[src/hw/rtl/mrrp_pkg.sv]
`default_nettype none

package mrrp_pkg;

	typedef enum logic [2:0] {
		ST_OK    = 3'd0,
		ST_SHORT = 3'd1,
		ST_FUNC  = 3'd2,
		ST_CRC   = 3'd3,
		ST_COUNT = 3'd4
	} status_t;

	localparam logic KIND_VALUE  = 1'b0;
	localparam logic KIND_STATUS = 1'b1;

	localparam logic [7:0]  FN_READ_INPUT  = 8'h04;
	localparam logic [7:0]  FN_WRITE_MULTI = 8'h10;
	localparam logic [15:0] MIN_READ_LEN   = 16'd5;
	localparam logic [15:0] MIN_WRITE_LEN  = 16'd8;
	localparam logic [15:0] CRC_INIT       = 16'hFFFF;
	localparam logic [15:0] CRC_POLY       = 16'hA001;

	localparam int unsigned FIFO_DEPTH = 4;
	localparam int unsigned FIFO_AW    = 2;
	localparam int unsigned FIFO_CW    = 3;

	typedef struct packed {
		logic        kind;
		logic [31:0] value_bits;
		status_t     status;
		logic [7:0]  slave_id;
		logic [15:0] reg_count;
		logic [15:0] start_reg;
		logic [15:0] crc_received;
		logic        last;
	} result_t;

	typedef struct packed {
		logic push_first;
		logic push_second;
		logic pop;
	} fifo_ctl_t;

	typedef struct packed {
		logic not_empty;
		logic room_for_two;
	} fifo_stat_t;

	// Reflected Modbus CRC-16, one byte.
	function automatic logic [15:0] crc16_byte(input logic [15:0] crc_in,
			input logic [7:0] data);
		logic [15:0] c;
		c = crc_in ^ {8'h00, data};
		for (int k = 0; k < 8; k++) begin
			if (c[0]) begin
				c = (c >> 1) ^ CRC_POLY;
			end else begin
				c = c >> 1;
			end
		end
		return c;
	endfunction

endpackage

`default_nettype wire

[src/hw/rtl/mrrp_fifo.sv]
`default_nettype none

module mrrp_fifo (
	input  wire logic                 clk,
	input  wire logic                 arst_n,
	input  wire mrrp_pkg::fifo_ctl_t  ctl,
	input  wire mrrp_pkg::result_t    din_first,
	input  wire mrrp_pkg::result_t    din_second,
	output mrrp_pkg::result_t         dout,
	output mrrp_pkg::fifo_stat_t      stat
);

	mrrp_pkg::result_t               mem_q [mrrp_pkg::FIFO_DEPTH];
	logic [mrrp_pkg::FIFO_AW-1:0]    wr_ptr_q;
	logic [mrrp_pkg::FIFO_AW-1:0]    rd_ptr_q;
	logic [mrrp_pkg::FIFO_CW-1:0]    cnt_q;
	logic [mrrp_pkg::FIFO_CW-1:0]    push_n;
	logic [mrrp_pkg::FIFO_AW-1:0]    wr_ptr_nx;

	assign push_n    = mrrp_pkg::FIFO_CW'(ctl.push_first) + mrrp_pkg::FIFO_CW'(ctl.push_second);
	assign wr_ptr_nx = wr_ptr_q + mrrp_pkg::FIFO_AW'(1);

	assign dout              = mem_q[rd_ptr_q];
	assign stat.not_empty    = cnt_q != '0;
	assign stat.room_for_two = cnt_q <= mrrp_pkg::FIFO_CW'(mrrp_pkg::FIFO_DEPTH - 2);

	always_ff @(posedge clk) begin
		if (ctl.push_first) begin
			mem_q[wr_ptr_q] <= din_first;
		end
		if (ctl.push_second) begin
			mem_q[wr_ptr_nx] <= din_second;
		end
	end

	always_ff @(posedge clk or negedge arst_n) begin
		if (!arst_n) begin
			wr_ptr_q <= '0;
			rd_ptr_q <= '0;
			cnt_q    <= '0;
		end else begin
			wr_ptr_q <= wr_ptr_q + push_n[mrrp_pkg::FIFO_AW-1:0];
			if (ctl.pop) begin
				rd_ptr_q <= rd_ptr_q + mrrp_pkg::FIFO_AW'(1);
			end
			cnt_q <= cnt_q + push_n - mrrp_pkg::FIFO_CW'(ctl.pop);
		end
	end

endmodule

`default_nettype wire

[src/hw/rtl/modbus_rtu_response_parser_core.sv]
// An item is written to the result queue when its byte is accepted and shows on the output at the queue head.
// Throughput: one byte per cycle while in_ready is high; each byte yields zero, one or two
// items, which drain one per cycle while out_ready is high from a four-entry result queue.
// in_ready drops while fewer than two queue slots are free.
// Reset: arst_n clears the frame state and the queue; the running CRC resets to 0xFFFF.
`default_nettype none

module modbus_rtu_response_parser_core #(
	parameter int unsigned MAX_FRAME_BYTES = 256
) (
	input  wire logic        clk,
	input  wire logic        arst_n,
	input  wire logic        in_valid,
	output logic             in_ready,
	input  wire logic [7:0]  data_byte,
	input  wire logic        frame_end,
	input  wire logic        expect_write,
	input  wire logic [15:0] expected_count,
	output logic             out_valid,
	input  wire logic        out_ready,
	output logic             result_kind,
	output logic [31:0]      value_bits,
	output logic [2:0]       status,
	output logic [7:0]       slave_id,
	output logic [15:0]      reg_count,
	output logic [15:0]      start_reg,
	output logic [15:0]      crc_received,
	output logic             last_result
);

	localparam int unsigned PW = $clog2(MAX_FRAME_BYTES + 1);

	logic [PW-1:0] pos_q;
	logic          write_q;
	logic [15:0]   count_match_q;
	logic [7:0]    slave_q;
	logic          fmatch_q;
	logic [7:0]    decl_q;
	logic [23:0]   partial_q;
	logic [15:0]   start_q;
	logic [15:0]   count_q;
	logic [15:0]   crc_q;
	logic [15:0]   tail_q;

	logic [PW-1:0] pos_d;
	logic          write_d;
	logic [15:0]   count_match_d;
	logic [7:0]    slave_d;
	logic          fmatch_d;
	logic [7:0]    decl_d;
	logic [23:0]   partial_d;
	logic [15:0]   start_d;
	logic [15:0]   count_d;
	logic [15:0]   crc_d;
	logic [15:0]   tail_d;

	logic          in_fire;
	logic          p_zero;
	logic [15:0]   pos16;
	logic [PW-1:0] pos_off;
	logic [15:0]   grp16;
	logic          value_hit;
	logic          too_short;

	mrrp_pkg::result_t    val_rec;
	mrrp_pkg::result_t    stat_rec;
	mrrp_pkg::result_t    head;
	mrrp_pkg::fifo_ctl_t  ctl;
	mrrp_pkg::fifo_stat_t fstat;

	assign in_fire = in_valid && in_ready;
	assign p_zero  = pos_q == '0;
	assign pos16   = 16'(pos_q);
	assign pos_off = pos_q - PW'(6);
	assign grp16   = 16'(pos_off) >> 2;

	// Frame state update for the byte at the input.
	always_comb begin
		write_d       = p_zero ? expect_write : write_q;
		count_match_d = p_zero ? expected_count : count_match_q;
		slave_d       = p_zero ? data_byte : slave_q;
		crc_d         = mrrp_pkg::crc16_byte(p_zero ? mrrp_pkg::CRC_INIT : crc_q, data_byte);
		fmatch_d      = p_zero ? 1'b0 : fmatch_q;
		decl_d        = p_zero ? 8'h00 : decl_q;
		start_d       = p_zero ? 16'h0000 : start_q;
		count_d       = p_zero ? 16'h0000 : count_q;
		partial_d     = {(p_zero ? 16'h0000 : partial_q[15:0]), data_byte};
		tail_d        = {(p_zero ? 8'h00 : tail_q[7:0]), data_byte};
		if (pos16 == 16'd1) begin
			fmatch_d = data_byte == (write_q ? mrrp_pkg::FN_WRITE_MULTI
					: mrrp_pkg::FN_READ_INPUT);
		end
		if (pos16 == 16'd2) begin
			decl_d = data_byte;
		end
		if (pos16 == 16'd2 || pos16 == 16'd3) begin
			start_d = {start_q[7:0], data_byte};
		end
		if (pos16 == 16'd4 || pos16 == 16'd5) begin
			count_d = {count_q[7:0], data_byte};
		end
		if (frame_end) begin
			pos_d = '0;
		end else if (pos16 < 16'(MAX_FRAME_BYTES)) begin
			pos_d = pos_q + PW'(1);
		end else begin
			pos_d = pos_q;
		end
	end

	// In a matching read reply, a value completes on every fourth data byte within the declared count.
	assign value_hit = !write_q && fmatch_q && pos16 >= 16'd6
			&& pos16 < 16'(MAX_FRAME_BYTES) && pos_q[1:0] == 2'd2
			&& grp16 < 16'(decl_q[7:2]);

	assign too_short = (pos16 + 16'd1) < (write_d ? mrrp_pkg::MIN_WRITE_LEN
			: mrrp_pkg::MIN_READ_LEN);

	always_comb begin
		val_rec            = '0;
		val_rec.kind       = mrrp_pkg::KIND_VALUE;
		val_rec.value_bits = {partial_q[7:0], data_byte, partial_q[23:16], partial_q[15:8]};
		val_rec.status     = mrrp_pkg::ST_OK;
	end

	always_comb begin
		stat_rec        = '0;
		stat_rec.kind   = mrrp_pkg::KIND_STATUS;
		stat_rec.last   = 1'b1;
		stat_rec.status = mrrp_pkg::ST_OK;
		if (too_short) begin
			stat_rec.status = mrrp_pkg::ST_SHORT;
		end else if (!fmatch_d) begin
			stat_rec.status   = mrrp_pkg::ST_FUNC;
			stat_rec.slave_id = slave_d;
		end else begin
			stat_rec.slave_id     = slave_d;
			stat_rec.reg_count    = write_d ? count_d : {9'd0, decl_d[7:1]};
			stat_rec.start_reg    = write_d ? start_d : 16'h0000;
			stat_rec.crc_received = {tail_d[7:0], tail_d[15:8]};
			if (crc_d != 16'h0000) begin
				stat_rec.status = mrrp_pkg::ST_CRC;
			end else if (write_d && count_d != count_match_d) begin
				stat_rec.status = mrrp_pkg::ST_COUNT;
			end
		end
	end

	always_ff @(posedge clk or negedge arst_n) begin
		if (!arst_n) begin
			pos_q         <= '0;
			write_q       <= 1'b0;
			count_match_q <= '0;
			slave_q       <= '0;
			fmatch_q      <= 1'b0;
			decl_q        <= '0;
			partial_q     <= '0;
			start_q       <= '0;
			count_q       <= '0;
			crc_q         <= mrrp_pkg::CRC_INIT;
			tail_q        <= '0;
		end else if (in_fire) begin
			pos_q         <= pos_d;
			write_q       <= write_d;
			count_match_q <= count_match_d;
			slave_q       <= slave_d;
			fmatch_q      <= fmatch_d;
			decl_q        <= decl_d;
			partial_q     <= partial_d;
			start_q       <= start_d;
			count_q       <= count_d;
			crc_q         <= crc_d;
			tail_q        <= tail_d;
		end
	end

	// The value item goes first when a byte yields both.
	assign ctl.push_first  = in_fire && (value_hit || frame_end);
	assign ctl.push_second = in_fire && value_hit && frame_end;
	assign ctl.pop         = out_valid && out_ready;

	mrrp_fifo u_fifo (
		.clk        (clk),
		.arst_n     (arst_n),
		.ctl        (ctl),
		.din_first  (value_hit ? val_rec : stat_rec),
		.din_second (stat_rec),
		.dout       (head),
		.stat       (fstat)
	);

	assign in_ready     = fstat.room_for_two;
	assign out_valid    = fstat.not_empty;
	assign result_kind  = head.kind;
	assign value_bits   = head.value_bits;
	assign status       = head.status;
	assign slave_id     = head.slave_id;
	assign reg_count    = head.reg_count;
	assign start_reg    = head.start_reg;
	assign crc_received = head.crc_received;
	assign last_result  = head.last;

endmodule

`default_nettype wire

[config.mk]
export PLATFORM = sky130hd
export DESIGN_NAME = modbus_rtu_response_parser_core
export DESIGN_NICKNAME = d
export VERILOG_FILES = /design/src/hw/rtl/mrrp_pkg.sv /design/src/hw/rtl/mrrp_fifo.sv /design/src/hw/rtl/modbus_rtu_response_parser_core.sv
export SDC_FILE = /design/constraint.sdc
export NUM_CORES = 1
export LEC_CHECK = 0
export BUFFER_PORTS_ARGS = -buffer_cell sky130_fd_sc_hd__buf_2
export CORE_UTILIZATION = 35
export DETAILED_ROUTE_END_ITERATION = 16
export GPL_TIMING_DRIVEN = 0
export HOLD_SLACK_MARGIN = 0.02
export PLACE_DENSITY = 0.54
export SLEW_MARGIN = 20
export SYNTH_ARGS = -nofsm -noshare
export SYNTH_HDL_FRONTEND = slang
export SYNTH_SLANG_ARGS = --single-unit
[constraint.sdc]
create_clock -name clk -period 5.43 [get_ports clk]
set_input_delay 0.543 -clock clk [delete_from_list [all_inputs] [get_ports clk]]
set_output_delay 0.543 -clock clk [all_outputs]
set_load 0.02 [all_outputs]
==> flow_metrics.py <==
metrics = {
    "clock_network": {
        "insertion_delay_ps": 600,
        "cts-resized-gates": 0,
        "cts_root_buf": "clkbuf_16",
        "cts_setup_buffers": 0,
        "clk_pin_slew_ps": 60,
        "cts_hold_buf": 1,
        "cts.path.max_buffers": 3,
        "cts_tree": "built",
        "cts_inserted_buffers": 51,
        "cts_sinks": 489,
        "h-tree-depth": 2,
    },
    "place": {
        "dp_cells": 2623,
        "hpwlAfterDp_um": 41830,
        "port_buffers": 117,
        "gp_congestion": 0.8203,
        "place_area_um2": 23360,
    },
    "final_layout": {
        "final_area_um2": 25050,
        "drive_above_1_share_pct": 20.43,
        "nets": 1944,
        "fillCellCount": 5687,
        "fin_cells": 2721,
        "area_growth_pct": 15.65,
    },
    "yosys": {
        "synth_nets": 1768,
        "yosysTopAreaCell": "edfxtp_1",
        "synthTopCellsByArea": "edfxtp_1 (33%), dfxtp_1 (12%), dfrtp_1 (12%)",
        "ys_types": 64,
        "syn_inst": 1719,
        "netlist_area_um2": 21660,
        "ys_ff_latch": 489,
        "synth-main-ff-cell": "edfxtp_1",
        "yosysWarnings": 0,
        "synth_seq_area_share_pct": 58.99,
        "synth-edff-count": 236,
        "synth_async_sr_flop_share_pct": 24.74,
        "avgSynthCellArea_um2": 12.60,
        "synth_top_area_share_pct": 32.72,
    },
    "flow_run": {
        "drv_cap": 0,
    },
    "sta": {
        "slew_viol_final": 0,
        "fmax_mhz": 200.0,
        "rsz0062_at_grt": "no",
        "finalSetupViolCount": 0,
        "fin_worst_skew_ps": 20.33,
        "fin_crit_sh_pct": 92.10,
        "worst_pin_slew_ps": 1017,
        "final-hold-violation-count": 0,
        "maxSlewHeadroom_pct": 32.22,
        "holdWs_ps": 199.1,
        "post-route-min-period_ps": 5001,
    },
    "setup_path": {
        "critPathLaunch": "pos_q[2]",
        "end_kind": "flop",
        "worstReg2RegStart": "pos_q[2]",
        "r2r_slack_ps": 430,
        "critPathKind": "flop to flop",
        "cp_max_fo": 33,
        "cp.arrival_ps": 5280,
        "crit_required_ps": 5710,
        "start_kind": "flop",
        "worst_r2r_path_depth": 14,
    },
    "die": {
        "design.portCount": 125,
        "die_h_um": 250.8,
        "rows": 90,
        "die_w_um": 250.8,
        "core_um2": 60700,
        "start_util_pct": 35.69,
        "die-area_um2": 62880,
    },
    "route": {
        "dr.first_iter.drc_count": 1172,
        "routed_wl_um": 62280,
        "drt-pass1-iter-count": 5,
        "vias_per_cell": 5.434,
        "avgRoutedWirePerCell_um": 22.89,
        "ant_nets": 0,
        "post-route-drc-count": 0,
        "vias": 14787,
    },
    "power": {
        "total_leakage_power_nw": 9.433,
        "switching_share_pct": 36.46,
        "pwr-share-seq_pct": 38.1,
        "power_frac_clock_pct": 27.9,
        "ir_drop_mv": 0.2540,
        "share_comb_of_total_power_pct": 34.0,
        "p_int_mw": 7.966,
        "powerDensity_nw_per_um2": 500.5,
        "p_switching_mw": 4.571,
    },
    "worst_hold_path": {
        "min_path_type": "primary input to flop",
        "min-delay-start": "expected_count[8]",
        "holdPathStages": 2,
    },
    "outcome": {
        "status": "complete, no violations",
    },
    "global_route": {
        "antenna_found_initial": 2,
        "grt_max_degree": 63,
        "track_usage_pct": 19.80,
        "overflow": 0,
        "grt_pass1_wl_um": 94140,
        "grt_pass1_vias": 14968,
    },
}
-- area by class of cell --
cell class | count | area (um^2) | area share (%)
multi-input cells | 1058 | 8163 | 32.59
diodes | 1 | 2.502 | 0.009990
clock inverters | 28 | 236.5 | 0.9440
inverters | 25 | 103.9 | 0.4146
flip-flops and latches | 489 | 12780 | 51.01
well taps | 782 | 978.4 | 3.906
clock buffers | 68 | 1431 | 5.714
repair buffers | 123 | 720.7 | 2.877
plain buffers | 147 | 636.9 | 2.542
-- final timing paths --
kind | endpoint
worst max-delay path | u_fifo.mem_q[0][58]
worst min-delay path | count_match_q[8]
worst max register to register | u_fifo.mem_q[0][58]
worst min register to register | u_fifo.mem_q[2][0]
max in group asynchronous | crc_q[3]
min in group asynchronous | start_q[13]
-- logic make-up after synthesis --
family,share of synthesized area [%]
buf+inv,3.368
mux,12.06
xor+xnor,2.617
flops,58.99
fa+ha+maj,1.132
simple gates,11.41
compound gates,10.42
-- stage by stage --
| stage | setup slack (ps) | util [%] | total power [mW] | TNS [ps] |
|---|---|---|---|---|
| floorplan | 586.2 | - | 7.686 | 0 |
| global placement | -1185 | 38.26 | 9.083 | -223090 |
| detailed placement | 428.4 | 38.48 | 9.145 | 0 |
| CTS | 399.5 | 41.25 | 12.64 | 0 |
| global route | 60.37 | 41.27 | 13.14 | 0 |
| finish | 428.9 | 41.27 | 12.54 | 0 |
-- synthesized netlist by cell type, drive strengths merged (2+ instances only) --
library cell    n
mux4           92
or4             4
inv            24
buf            50
o21ai          37
nand3          31
nor4            7
dfrtp         105
a21oi          17
nor2          192
a22o          178
mux2i          28
dfxtp         132
o22a            3
nand2         190
ha             18
edfxtp        236
nor3           51
a31oi          15
xor2           32
clkbuf         97
mux2           23
o211ai          9
and3           41
nor3b           2
nor4b           4
a21o            7
o31ai           2
o41ai           2
xnor2          30
dfstp          16
and2            7
or2             2
or3             6
a211oi          5
nand2b          5
nand4           7
-- critical path, cell delays in order (launching register included) --
cell and delay [ps]:
dfrtp_1 340, clkbuf_1 400, clkbuf_1 410, a21oi_1 160, nor3b_1 180, xor2_1 180
ha_1 310, a21o_1 190, a211oi_2 280, o21ai_4 170, a2111oi_0 730, a31oi_1 310
buf_2 330, inv_4 360, buf_12 290
-- flip-flops by register name, summed over array words and instances (netlist names) --
signal / count
u_fifo.mem_q: 368
partial_q: 24
count_match_q: 16
count_q: 16
crc_q: 16
start_q: 16
pos_q: 9
slave_q: 8
decl_q: 7
u_fifo.cnt_q: 3
u_fifo.rd_ptr_q: 2
u_fifo.wr_ptr_q: 2
fmatch_q: 1
write_q: 1
-- power groups by stage --
stage | Clock (mW) | Combinational (mW) | Sequential, mW
after floorplan | 0 | 3.00 | 4.69
after global placement | 0 | 4.25 | 4.84
after detailed placement | 0 | 4.30 | 4.85
after CTS | 3.55 | 4.32 | 4.77
after global routing | 3.69 | 4.62 | 4.83
final | 3.49 | 4.26 | 4.78
-- routing by layer --
metal | part of all wire (%) | up-vias | wire [um] | global-route usage, %
met1 | 43 | 7495 | 26620 | 26.83
li1 | - | 6705 | - | -
met2 | 48 | 486 | 29990 | 32.22
met3 | 6.4 | 99 | 3990 | 3.572
met4 | 2.7 | 2 | 1667 | 6.240
met5 | 0.016 | - | 10 | 0
-- cells in the final DEF (no fill, tap or decap), types with 28 or more instances in the layout --
master	count
a22o_1	173
and3_1	41
buf_2	138
clkbuf_1	106
clkbuf_16	52
dfrtp_1	105
dfxtp_1	132
edfxtp_1	236
mux2i_1	28
mux4_2	92
nand2_1	190
nand3_1	31
nor2_1	192
nor3_1	48
o21ai_0	30
xnor2_1	30
xor2_1	32
No activity file was read; power rests on OpenSTA's default activity.
